<file path="src/design/canonical_huffman_decoder_defines.svh">
// Assertion macros used by the decoder datapath.
// Needs signals named clk and rst_n in the module that uses them.
`ifndef CANONICAL_HUFFMAN_DECODER_DEFINES_SVH
`define CANONICAL_HUFFMAN_DECODER_DEFINES_SVH

// check a property on every clock outside reset
`define CHD_ASSERT(label, prop, msg) \
    label: assert property (@(posedge clk) disable iff (!rst_n) prop) else $error(msg);

// check that a condition never holds
`define CHD_NEVER(label, cond, msg) \
    label: assert property (@(posedge clk) disable iff (!rst_n) !(cond)) else $error(msg);

`endif

</file>
<file path="src/design/chd_pkg.sv">
// Shared constants, codes and types of the canonical Huffman decoder.
// No dependencies.
package chd_pkg;

    localparam int SYMBOL_COUNT = 256;
    localparam int MAX_LEN      = 15;
    localparam int SYM_W        = 8;
    localparam int LEN_W        = 4;
    localparam int LEN_SLOTS    = 16;
    localparam int CNT_W        = 9;
    localparam int CODE_W       = 24;
    localparam int ACC_W        = 16;
    localparam int BITS_W       = 5;
    localparam int TARGET_W     = 32;
    localparam int STATUS_W     = 3;
    localparam int SWEEP_W      = 9;
    localparam int BITCNT_W     = 3;

    localparam logic [1:0] OP_LOAD   = 2'd0;
    localparam logic [1:0] OP_FINISH = 2'd1;
    localparam logic [1:0] OP_BYTE   = 2'd2;
    localparam logic [1:0] OP_END    = 2'd3;

    localparam logic [STATUS_W-1:0] ST_SYMBOL   = 3'd0;
    localparam logic [STATUS_W-1:0] ST_DONE     = 3'd1;
    localparam logic [STATUS_W-1:0] ST_BAD_CODE = 3'd2;
    localparam logic [STATUS_W-1:0] ST_TRUNC    = 3'd3;
    localparam logic [STATUS_W-1:0] ST_BAD_LEN  = 3'd4;

    typedef enum logic [2:0] {
        S_IDLE,
        S_COUNT,
        S_FIRST,
        S_SORT,
        S_BIT,
        S_READ,
        S_RESULT,
        S_FLUSH
    } chd_state_t;

    typedef struct packed {
        logic accept;
        logic count_step;
        logic first_step;
        logic sort_step;
        logic bit_step;
        logic take_read;
        logic push;
        logic flush;
    } chd_cmd_t;

    typedef struct packed {
        logic sweep_end;
        logic first_end;
        logic done_reached;
        logic err_set;
        logic bit_over;
        logic bit_match;
        logic bit_last;
        logic out_blocked;
    } chd_status_t;

endpackage

</file>
<file path="src/design/chd_ctrl.sv">
// Sequencer of the decoder: build sweeps, bit loop and result hand-off.
// Depends on chd_pkg.
module chd_ctrl
    import chd_pkg::*;
(
    input  logic        clk,
    input  logic        rst_n,
    input  logic        item_valid,
    input  logic [1:0]  opcode,
    output logic        item_ready,
    input  chd_status_t stat,
    output chd_cmd_t    cmd
);

    chd_state_t state_reg;
    chd_state_t state_next;
    logic       flush_after_reg;
    logic       flush_after_next;
    logic       accept;

    assign accept = item_valid && (state_reg == S_IDLE);

    always_comb
    begin
        state_next       = state_reg;
        flush_after_next = flush_after_reg;
        case (state_reg)
            S_IDLE:
            begin
                if (accept)
                begin
                    case (opcode)
                        OP_FINISH:
                        begin
                            state_next = S_COUNT;
                        end
                        OP_END:
                        begin
                            state_next       = S_RESULT;
                            flush_after_next = 1'b1;
                        end
                        OP_BYTE:
                        begin
                            if (stat.err_set)
                            begin
                                state_next = S_IDLE;
                            end
                            else if (stat.done_reached)
                            begin
                                state_next       = S_RESULT;
                                flush_after_next = 1'b1;
                            end
                            else
                            begin
                                state_next = S_BIT;
                            end
                        end
                        default:
                        begin
                            state_next = S_IDLE;
                        end
                    endcase
                end
            end
            S_COUNT:
            begin
                if (stat.sweep_end)
                begin
                    state_next = S_FIRST;
                end
            end
            S_FIRST:
            begin
                if (stat.first_end)
                begin
                    state_next = S_SORT;
                end
            end
            S_SORT:
            begin
                if (stat.sweep_end)
                begin
                    state_next = S_IDLE;
                end
            end
            S_BIT:
            begin
                if (stat.done_reached)
                begin
                    state_next = S_FLUSH;
                end
                else if (stat.bit_over)
                begin
                    state_next       = S_RESULT;
                    flush_after_next = 1'b1;
                end
                else if (stat.bit_match)
                begin
                    state_next       = S_READ;
                    flush_after_next = stat.bit_last;
                end
                else if (stat.bit_last)
                begin
                    state_next = S_FLUSH;
                end
            end
            S_READ:
            begin
                state_next = S_RESULT;
            end
            S_RESULT:
            begin
                if (!stat.out_blocked)
                begin
                    state_next = flush_after_reg ? S_FLUSH : S_BIT;
                end
            end
            S_FLUSH:
            begin
                if (!stat.out_blocked)
                begin
                    state_next = S_IDLE;
                end
            end
            default:
            begin
                state_next = S_IDLE;
            end
        endcase
    end

    always_comb
    begin
        item_ready     = (state_reg == S_IDLE);
        cmd            = '0;
        cmd.accept     = accept;
        cmd.count_step = (state_reg == S_COUNT);
        cmd.first_step = (state_reg == S_FIRST);
        cmd.sort_step  = (state_reg == S_SORT);
        cmd.bit_step   = (state_reg == S_BIT) && !stat.done_reached;
        cmd.take_read  = (state_reg == S_READ);
        cmd.push       = (state_reg == S_RESULT) && !stat.out_blocked;
        cmd.flush      = (state_reg == S_FLUSH) && !stat.out_blocked;
    end

    always_ff @(posedge clk or negedge rst_n)
    begin
        if (!rst_n)
        begin
            state_reg       <= S_IDLE;
            flush_after_reg <= 1'b0;
        end
        else
        begin
            state_reg       <= state_next;
            flush_after_reg <= flush_after_next;
        end
    end

endmodule

</file>
<file path="config.mk">
export PLATFORM = sky130hd
export DESIGN_NAME = chd_ctrl
export DESIGN_NICKNAME = d
export VERILOG_FILES = /design/src/design/canonical_huffman_decoder_defines.svh /design/src/design/chd_pkg.sv /design/src/design/chd_ctrl.sv
export SDC_FILE = /design/constraint.sdc
export NUM_CORES = 1
export LEC_CHECK = 0
export ABC_AREA = 0
export BUFFER_PORTS_ARGS = -buffer_cell sky130_fd_sc_hd__buf_4
export CORE_AREA = 2 2 39 41
export CTS_CLUSTER_DIAMETER = 50
export DETAILED_ROUTE_END_ITERATION = 6
export DIE_AREA = 0 0 41 43
export GPL_TIMING_DRIVEN = 0
export PLACE_DENSITY = 0.62
export SLEW_MARGIN = 20
export SYNTH_ARGS = -nofsm -noshare
export SYNTH_HDL_FRONTEND = slang
export SYNTH_SLANG_ARGS = --single-unit
</file>
<file path="constraint.sdc">
create_clock -name clk -period 4.7 [get_ports clk]
set_input_delay 0.235 -clock clk [delete_from_list [all_inputs] [get_ports clk]]
set_output_delay 0.235 -clock clk [all_outputs]
set_load 0.1 [all_outputs]
</file>
Word level (Yosys, flattened, before mapping). Cells that the tools add are included.

Add/sub/neg operators: 0. Multipliers: 0. Div/mod/pow operators: 0. Order comparisons: 0. Eq/ne operators: 22. Shifts and indexed selects: 0. Mux-type cells: 23. Bitwise logic cells: 0. Reductions and logical operators: 10.

Operator list (number): $mux 3 (11); $pmux 3 s8 (1); $reduce_and 7->1 (2); $eq 3x3->1 const B (4); $ne 2x2->1 const B (6); $ne 3x3->1 const B (3); $pmux 3 s3 (1); $eq 3x2->1 const B (2); $mux 1 (6); $ne 5x5->1 const B (1); $eq 2x2->1 const B (2); $logic_and 1x1->1 (4); $mux 2 (2); $pmux 1 s2 (2); $eq 3x1->1 const B (1); $logic_not 3->1 (1); $ne 3x1->1 const B (1); $eq 2x1->1 const B (1); $logic_not 1->1 (2); $ne 2x1->1 const B (1); $reduce_bool 2->1 (1).

Register bits after elaboration: 4. Bits in latches: 0. Bits in writable memories: 0. ROM bits: 0. Input port bits: 13. Output and inout port bits: 9. Word-level logic and storage cells: 57. Memories kept: 0.

Longest topological paths before layout. Gate-level depths: netlist of the first run.

Word-level depth: 5. Mapped depth: 5. Depth with buffers taken out: 4.

Worst setup path after synthesis of the first run. No wires, ideal clock.

Path kind: flip-flop to output port. Start: register state_reg[0]. End: output port cmd[7] in the netlist's numbering. Arrival time: 3274 ps. Required time: 4465 ps. Setup slack: 1191 ps. Stages on the path, launching flop included: 5. Cell sequence: dfrtp_1 buf_6 nor3_1 and2_1 buf_4.

Word-level cells in the longest chain between the ends: 2.

Ends and longest elaborated chain: from (decl) (RTL line chd_ctrl.sv:15) `chd_state_t state_reg;`; from (signal assigned) (RTL line chd_ctrl.sv:155) `state_reg <= state_next;`; $logic_not 3->1; via item_ready (RTL line chd_ctrl.sv:10) `output logic item_ready,`; $logic_and 1x1->1 (RTL line chd_ctrl.sv:21) `assign accept = item_valid && (state_reg == S_IDLE);`; to (decl) (RTL line chd_ctrl.sv:12) `output chd_cmd_t cmd`.

The timed path passes the listed nets, and every way through them passes these cells.

Worst setup path in the final report of the first run.
Start: register state_reg[2]. End: output port cmd[7] in the netlist's numbering.

Word-level cells in the longest chain between the ends: 2.

Ends and longest elaborated chain (RTL line): $logic_not 3->1 (chd_ctrl.sv:21); $logic_and 1x1->1 (chd_ctrl.sv:21).

No other way between the ends.

==> results.sh, run 1 <==
export IMPL_num_rows=14
export IMPL_numClockSinks=4
export IMPL_cts_root_buf="clkbuf_4"
export IMPL_avgViaCountPerCell=4.935
export IMPL_final_cells=93
export IMPL_synth_area_per_cell_um2=8.085
export IMPL_rsz0062_at_grt="no"
export IMPL_dp_hpwl_um=827.3
export IMPL_final_util_pct=45.57
export IMPL_synthDistinctLibCells=32
export IMPL_grt_ovfl_total=0
export IMPL_fin_crit_ns=1.899
export IMPL_grt_pass1_wl_mm=1.800
export IMPL_synth_area_leaders="dfrtp_1 24%, nor4b_4 5.7%, nor2_1 5.4%"
export IMPL_power_density_nw_per_um2=745.1
export IMPL_setup_violations=0
export IMPL_synth_seq_cells=4
export IMPL_dieArea_um2=1763
export IMPL_clockBufferDepth=2
export IMPL_fp_dieH_um=43
export IMPL_drc=0
export IMPL_ys_flop_type="dfrtp_1"
export IMPL_seq_area_frac_synth_pct=23.81
export IMPL_nNetsFinal=92
export IMPL_cp_data_arrival_time_ns=1.66
export IMPL_finalHoldViolations=0
export IMPL_peakVddDrop_mv=0.4926
export IMPL_wl_met2_um=534
export IMPL_setup_tns_final_ns=0
export IMPL_critPathRequiredTime_ns=4.47
export IMPL_hold_class="in -> reg"
export IMPL_r2r_cells=5
export IMPL_htreeDepth=1
export IMPL_numCtsBuffers=3
export IMPL_hold_ws_ns=0.3264
export IMPL_start_util_pct=30.38
export IMPL_startpoint_type="register"
export IMPL_fillerInstances=146
export IMPL_fmax_mhz=526.5
export IMPL_endpoint_kind="primary output"
export IMPL_track_usage_pct=15.16
export IMPL_diodes=0
export IMPL_vias=459
export IMPL_gp_congestion=0.8055
export IMPL_status="complete, no violations"
export IMPL_topRoutingLayerUsed="met3"
export IMPL_tightest_slew_ns=0.4043
export IMPL_largest_register_ffs=3
export IMPL_wl_mm=1.120
export IMPL_slew_headroom_pct=72.84
export IMPL_wl_met3_um=47
export IMPL_layout_drive_gt1_share_pct=42.86
export IMPL_slowest_stage="nor3_1"
export IMPL_synthArstFlopShare_pct=100.0
export IMPL_synth_most_common_cell="nor2_1"
export IMPL_worst_path_max_fanout=10
export IMPL_dieWidth_um=41
export IMPL_grt_max_degree=11
export IMPL_fin_skew_ns=0.004236
export IMPL_netlist_instances=52
export IMPL_p_leak_nw=0.2998
export IMPL_synth_nets=65
export IMPL_ys_warn_count=0
export IMPL_dp_cells=89
export IMPL_cpMostUsedCell="buf_4"
export IMPL_drt_iter0_drc=11
export IMPL_power_w=0.0004699
export IMPL_grt_pass1_vias=406
export IMPL_worstPathCellList="clkbuf_2, nor3_1, and2_1, buf_4, buf_4"
export IMPL_synth_top_area_share_pct=23.81
export IMPL_syn2layout_area_growth_pct=50.00
export IMPL_coreArea_um2=1384
export IMPL_holdPathStages=3
export IMPL_drv_slew=0
export IMPL_cpPeakStageDelay_ns=0.35
export IMPL_first_pass_iters=4
export IMPL_final_period_utilization_pct=40.41
export IMPL_synth_edf_count=0
export IMPL_cap_violations=0
export IMPL_clk_pin_slew_worst_paths_ns=0.04
export IMPL_path_class="reg -> out"
export IMPL_synthesis_area_um2=420.4
export IMPL_ant_nets=0
export IMPL_portBuffers=21
export IMPL_drt_met1_wl_um=538
export IMPL_synth_top_cells_by_count="6 x nor2_1, 4 x dfrtp_1"
export IMPL_synth_top_area_cell="dfrtp_1"
export IMPL_wl_per_cell_um=12.04
export IMPL_clock_latency_ns=0.23
export IMPL_cts_tree="built"
export IMPL_num_io_pins=22
export IMPL_grt_antenna_before_repair=0
==> layout by cell type, fill, tap and decap left out, drive strengths merged, types with 3 or more instances in the layout <==
cell,n
nand2b,3
nor3,3
and2,3
clkbuf,5
o21ai,3
buf,24
dfrtp,4
inv,3
nor2,6
nand2,3
==> stage by stage <==
| stage | area (um^2) | setup slack, ns |
|---|---|---|
| 2_1_floorplan | 420.4 | 1.191 |
| 3_3_place_gp | 598.1 | 2.989 |
| 3_5_place_dp | 598.1 | 3.047 |
| 4_1_cts | 630.6 | 2.784 |
| 5_1_grt | 630.6 | 2.643 |
| 6_report | 630.6 | 2.801 |
==> critical path: cells and delay by family (launching register included) <==
family | cells | cell delay (ns)
buffers and inverters | 3 | 0.55
AND/OR/NAND/NOR | 2 | 0.54
flip-flops | 1 | 0.34
==> cell families (layout without fill, tap and decap cells) <==
| family | after synthesis | count (layout) | share of synthesized area (%) |
|---|---|---|---|
| AOI/OAI and AO/OA | 14 | 14 | 25.89 |
| and+or+nand+nor | 24 | 24 | 33.93 |
| muxes | 2 | 2 | 5.951 |
| buffers and inverters | 8 | 33 | 10.41 |
| DFF | 4 | 4 | 23.81 |
==> routing by layer <==
layer / track usage, % / vias to the layer above
li1: - / 238
met1: 20.90 / 207
met2: 21.25 / 14
met3: 6.283 / 0
met4: 4.000 / 0
met5: 0 / -
==> cell type report <==
class                           count  area [um^2]  share of cell area, %
Multi-Input combinational cell     40        276.5                  43.85
Timing Repair Buffer               22        167.7                  26.59
Sequential cell                     4        100.1                  15.87
Buffer                              5        32.53                  5.159
Clock buffer                        3        22.52                  3.571
Tap cell                           16        20.02                  3.175
Inverter                            3        11.26                  1.786
==> report_power, final <==
group          switching, W  internal [W]  total [W]
logic              0.000259      0.000107   0.000365
registers         0.0000128     0.0000498  0.0000626
clock network     0.0000134     0.0000285  0.0000419
total              0.000285      0.000185   0.000470
==> final timing paths <==
check                                         endpoint  slack [ns]                        start
setup / recovery                                cmd[7]        2.80     state_reg[2]$_DFFE_PN0P_
hold reg to reg            flush_after_reg$_DFFE_PN0P_        0.59  flush_after_reg$_DFFE_PN0P_
max in group asynchronous     state_reg[2]$_DFFE_PN0P_        4.26                        rst_n
hold / removal             flush_after_reg$_DFFE_PN0P_        0.33                    opcode[1]
min in group asynchronous     state_reg[1]$_DFFE_PN0P_        0.34                        rst_n
setup reg to reg              state_reg[1]$_DFFE_PN0P_        3.04     state_reg[2]$_DFFE_PN0P_
==> timing repair <==
item | in CTS | in global routing
setup buffers | 0 | 0
gates resized for setup | 0 | 0
endpoints found under the hold margin | 4 | 0
hold buffers | 1 | 0
endpoints found under the setup margin | 0 | 0
Power figures use the tool's default switching activity.
==> run 2, diff against run 1 <==
Clock period 4.7 ns to 1.8 ns, I/O delays scaled along.
==> results.sh, run 2 (synthesis results as in run 1) <==
export IMPL_drv_slew=0
export IMPL_dieArea_um2=1763
export IMPL_wl_mm=1.112
export IMPL_syn2layout_area_growth_pct=57.14
export IMPL_track_usage_pct=13.98
export IMPL_grt_pass1_vias=392
export IMPL_first_pass_iters=5
export IMPL_cap_violations=0
export IMPL_finalHoldViolations=0
export IMPL_critPathRequiredTime_ns=1.91
export IMPL_final_cells=93
export IMPL_diodes=0
export IMPL_clk_pin_slew_worst_paths_ns=0.04
export IMPL_setup_violations=0
export IMPL_gp_congestion=0.7349
export IMPL_fp_dieH_um=43
export IMPL_cts_root_buf="clkbuf_4"
export IMPL_gr_usage_met3_pct=3.141
export IMPL_avgViaCountPerCell=5.054
export IMPL_final_util_pct=47.74
export IMPL_drt_iter0_drc=21
export IMPL_r2r_setup_slack_ns=0.12
export IMPL_worst_path_max_fanout=10
export IMPL_endpoint_kind="register"
export IMPL_cp_data_arrival_time_ns=1.79
export IMPL_cts_tree="built"
export IMPL_portBuffers=21
export IMPL_grt_max_degree=11
export IMPL_start_util_pct=30.38
export IMPL_use_met1_pct=19.74
export IMPL_final_common_cell="buf_4"
export IMPL_peakVddDrop_mv=0.9100
export IMPL_largest_register_ffs=3
export IMPL_num_io_pins=22
export IMPL_htreeDepth=1
export IMPL_p_leak_nw=0.3053
export IMPL_clock_latency_ns=0.23
export IMPL_path_class="reg -> reg"
export IMPL_hold_class="in -> reg"
export IMPL_grt_use_met2_pct=18.75
export IMPL_cts_setup_buffers=0
export IMPL_layout_drive_gt1_share_pct=53.25
export IMPL_drc=0
export IMPL_slew_headroom_pct=80.44
export IMPL_power_density_nw_per_um2=1930
export IMPL_dp_cells=89
export IMPL_fillerInstances=145
export IMPL_clockBufferDepth=2
export IMPL_coreArea_um2=1384
export IMPL_busiest_layer="met1"
export IMPL_grt_pass1_wl_mm=1.662
export IMPL_fmax_mhz=594.3
export IMPL_wl_per_cell_um=11.96
export IMPL_grt_antenna_before_repair=0
export IMPL_status="complete, no violations"
export IMPL_numClockSinks=4
export IMPL_num_rows=14
export IMPL_setup_tns_final_ns=0
export IMPL_fin_crit_ns=1.683
export IMPL_final_period_utilization_pct=93.48
export IMPL_nNetsFinal=92
export IMPL_rsz0062_at_grt="no"
export IMPL_vias=470
export IMPL_numCtsBuffers=3
export IMPL_dieWidth_um=41
export IMPL_startpoint_type="register"
export IMPL_fin_skew_ns=0.001848
export IMPL_mostFrequentLayoutCells="22 x buf_4, 5 x nor2_2, 4 x dfrtp_1"
export IMPL_tightest_slew_ns=0.2922
export IMPL_ant_nets=0
export IMPL_grt_ovfl_total=0
export IMPL_dp_hpwl_um=812.4
run 2: final cells by class:
class | instances | area (um^2) | share of cell area [%]
multi-input cells | 40 | 305.3 | 46.21
repair buffers | 22 | 167.7 | 25.38
flip-flops and latches | 4 | 100.1 | 15.15
plain buffers | 5 | 33.78 | 5.114
clock buffers | 3 | 22.52 | 3.409
well taps | 16 | 20.02 | 3.030
inverters | 3 | 11.26 | 1.705
run 2: where the power goes:
part / internal, W / switching (W)
combinational: 0.000295 / 0.000709
sequential: 0.000130 / 0.0000304
clock: 0.0000745 / 0.0000359
run 2: path summary, 6_finish.rpt:
check,startpoint,endpoint,depth (start not counted)
setup / recovery,state_reg[2]$_DFFE_PN0P_,state_reg[1]$_DFFE_PN0P_,5
hold / removal,opcode[1],flush_after_reg$_DFFE_PN0P_,3
setup reg to reg,state_reg[2]$_DFFE_PN0P_,state_reg[1]$_DFFE_PN0P_,5
hold reg to reg,flush_after_reg$_DFFE_PN0P_,flush_after_reg$_DFFE_PN0P_,2
max in group asynchronous,rst_n,state_reg[1]$_DFFE_PN0P_,2
min in group asynchronous,rst_n,state_reg[0]$_DFFE_PN0P_,2
run 2: routing by layer:
layer	share of wire, %	routed length (um)
met4	1.2	13
met1	49	543
met3	8.1	90
met2	42	465
met5	0	0
run 2: metrics by stage:
| step | hold WS, ns | total power (W) | setup slack, ns | instance area [um^2] |
|---|---|---|---|---|
| detailed placement | -0.1124 | 0.001160 | 0.1309 | 626.9 |
| global placement | -0.1134 | 0.001165 | 0.1214 | 626.9 |
| finish | 0.1926 | 0.001275 | 0.1174 | 660.6 |
| global route | 0.1987 | 0.001346 | 0.06142 | 660.6 |
| CTS | 0.1808 | 0.001285 | 0.1111 | 660.6 |
| floorplan | -0.2056 | 0.0009793 | -0.6581 | 449.2 |
run 2: worst max-delay path: stages (launching register included):
cell and delay, ns:
dfrtp_1 0.35, clkbuf_2 0.18, or4_1 0.49, o31a_1 0.13, o211ai_2 0.09, mux2_4 0.32
run 2: timing repair:
item / CTS / global route
resized for setup: 1 / 0
setup endpoints to repair: 2 / 0
endpoints found under the hold margin: 4 / 0
hold buffers: 1 / 0
==> run 3, diff against run 2 <==
Settings changed: CORE_AREA 2 2 39 41 to 10 10 47 49, DIE_AREA 0 0 41 43 to 0 0 57 59.
==> results.sh, run 3 (synthesis results as in run 1) <==
export IMPL_path_class="reg -> reg"
export IMPL_grt_antenna_before_repair=0
export IMPL_start_util_pct=30.00
export IMPL_cpPeakStageDelay_ns=0.49
export IMPL_largest_register_ffs=3
export IMPL_final_util_pct=47.14
export IMPL_diodes=0
export IMPL_status="complete, no violations"
export IMPL_track_usage_pct=8.055
export IMPL_cp_data_arrival_time_ns=1.78
export IMPL_wl_per_cell_um=13.99
export IMPL_placed_area_um2=626.9
export IMPL_final_common_cell="buf_4"
export IMPL_power_density_nw_per_um2=1934
export IMPL_num_rows=14
export IMPL_cts_root_buf="clkbuf_4"
export IMPL_tightest_slew_ns=0.2862
export IMPL_r2r_setup_slack_ns=0.14
export IMPL_wl_met3_um=112
export IMPL_peakVddDrop_mv=0.9660
export IMPL_regArea_um2=100.1
export IMPL_fp_dieH_um=59
export IMPL_r2r_start="state_reg[2]$_DFFE_PN0P_"
export IMPL_topRoutingLayerUsed="met4"
export IMPL_grt_pass1_vias=527
export IMPL_ant_nets=0
export IMPL_finalHoldViolations=0
export IMPL_dp_hpwl_mm=1.049
export IMPL_gp_congestion=0.7436
export IMPL_avgViaCountPerCell=5.161
export IMPL_reg2reg_to="state_reg[1]$_DFFE_PN0P_"
export IMPL_slew_headroom_pct=80.92
export IMPL_hold_class="in -> async"
export IMPL_grt_ovfl_total=0
export IMPL_critPathRequiredTime_ns=1.91
export IMPL_rsz0062_at_grt="no"
export IMPL_nNetsFinal=92
export IMPL_setup_slack_ns=0.1362
export IMPL_startpoint_type="register"
export IMPL_crit_end="state_reg[1]$_DFFE_PN0P_"
export IMPL_numClockSinks=4
export IMPL_clock_latency_ns=0.23
export IMPL_htreeDepth=1
export IMPL_dieArea_um2=3363
export IMPL_power_w=0.001278
export IMPL_num_io_pins=22
export IMPL_final_period_utilization_pct=92.43
export IMPL_multiInputGateArea_um2=305.3
export IMPL_drt_met1_wl_um=580
export IMPL_startpoint="state_reg[2]$_DFFE_PN0P_"
export IMPL_coreArea_um2=1401
export IMPL_cap_violations=0
export IMPL_mostFrequentLayoutCells="22 x buf_4, 5 x nor2_2, 4 x dfrtp_1"
export IMPL_grt_max_degree=11
export IMPL_cts_setup_buffers=0
export IMPL_syn2layout_area_growth_pct=57.14
export IMPL_dp_slack_ns=0.1300
export IMPL_final_area_um2=660.6
export IMPL_clockBufferDepth=2
export IMPL_p_leak_nw=0.3053
export IMPL_slowest_stage="or4_1"
export IMPL_numCtsBuffers=3
export IMPL_wl_mm=1.301
export IMPL_fmax_mhz=601.0
export IMPL_vias=480
export IMPL_cts_tree="built"
export IMPL_clk_pin_slew_worst_paths_ns=0.04
export IMPL_drc=0
export IMPL_fillerInstances=157
export IMPL_fin_skew_ns=0.0008353
export IMPL_r2r_cells=5
export IMPL_setup_violations=0
export IMPL_layout_drive_gt1_share_pct=53.25
export IMPL_worst_path_max_fanout=10
export IMPL_drv_slew=0
export IMPL_portBuffers=21
export IMPL_wl_met2_um=591
export IMPL_drt_iter0_drc=9
export IMPL_fin_crit_ns=1.664
export IMPL_grt_pass1_wl_mm=2.270
export IMPL_worstPathCellList="clkbuf_2, or4_1, o31a_1, o211ai_2, mux2_4"
export IMPL_first_pass_iters=4
export IMPL_dieWidth_um=57
export IMPL_endpoint_kind="register"
-- run 3: timing repair --
item / in CTS / in global routing
setup endpoints to repair: 3 / 0
resized for setup: 1 / 0
hold buffers: 1 / 0
hold endpoints to repair: 4 / 0
-- run 3: worst max-delay path, delay by kind of cell, from the launching register on --
family | cells | cell delay, ns
AOI/OAI and AO/OA | 2 | 0.22
buffers and inverters | 1 | 0.18
DFF | 1 | 0.35
muxes | 1 | 0.31
and+or+nand+nor | 1 | 0.49
-- run 3: power by group --
part           internal [W]  switching [W]  leakage, nW  total [W]
clock             0.0000744      0.0000342       0.0138   0.000109
combinational      0.000295       0.000712        0.245    0.00101
sequential         0.000130      0.0000328       0.0466   0.000163
total              0.000499       0.000778        0.305    0.00128
-- run 3: how the worst min path moves through the flow --
stage | start | slack, ns | cells after the start | end
2_1_floorplan | rst_n | -0.21 | 0 | flush_after_reg$_DFFE_PN0P_
6_report | rst_n | 0.19 | 2 | flush_after_reg$_DFFE_PN0P_
5_1_grt | opcode[1] | 0.19 | 3 | flush_after_reg$_DFFE_PN0P_
3_3_place_gp | rst_n | -0.11 | 1 | state_reg[0]$_DFFE_PN0P_
4_1_cts | rst_n | 0.18 | 2 | state_reg[2]$_DFFE_PN0P_
3_5_place_dp | rst_n | -0.11 | 1 | state_reg[2]$_DFFE_PN0P_
-- run 3: through the flow --
stage,hold WS [ns],cells,setup TNS (ns)
after floorplan,-0.2056,52,-2.353
after global placement,-0.1140,89,0
after detailed placement,-0.1125,89,0
after CTS,0.1814,93,0
after global routing,0.1936,93,0
final,0.1868,93,0
-- run 3: final cells by class --
type	count	share of cell area [%]
buffer	5	5.114
clock buffer	3	3.409
inverter	3	1.705
multi-input combinational	40	46.21
sequential	4	15.15
tap	16	3.030
timing repair buffer	22	25.38
-- run 3: per-layer routing --
| layer | GRT usage (%) | up-vias |
|---|---|---|
| met5 | 0 | - |
| met3 | 3.863 | 2 |
| met2 | 12.40 | 21 |
| met1 | 9.080 | 219 |
| li1 | - | 238 |
| met4 | 4.027 | 0 |
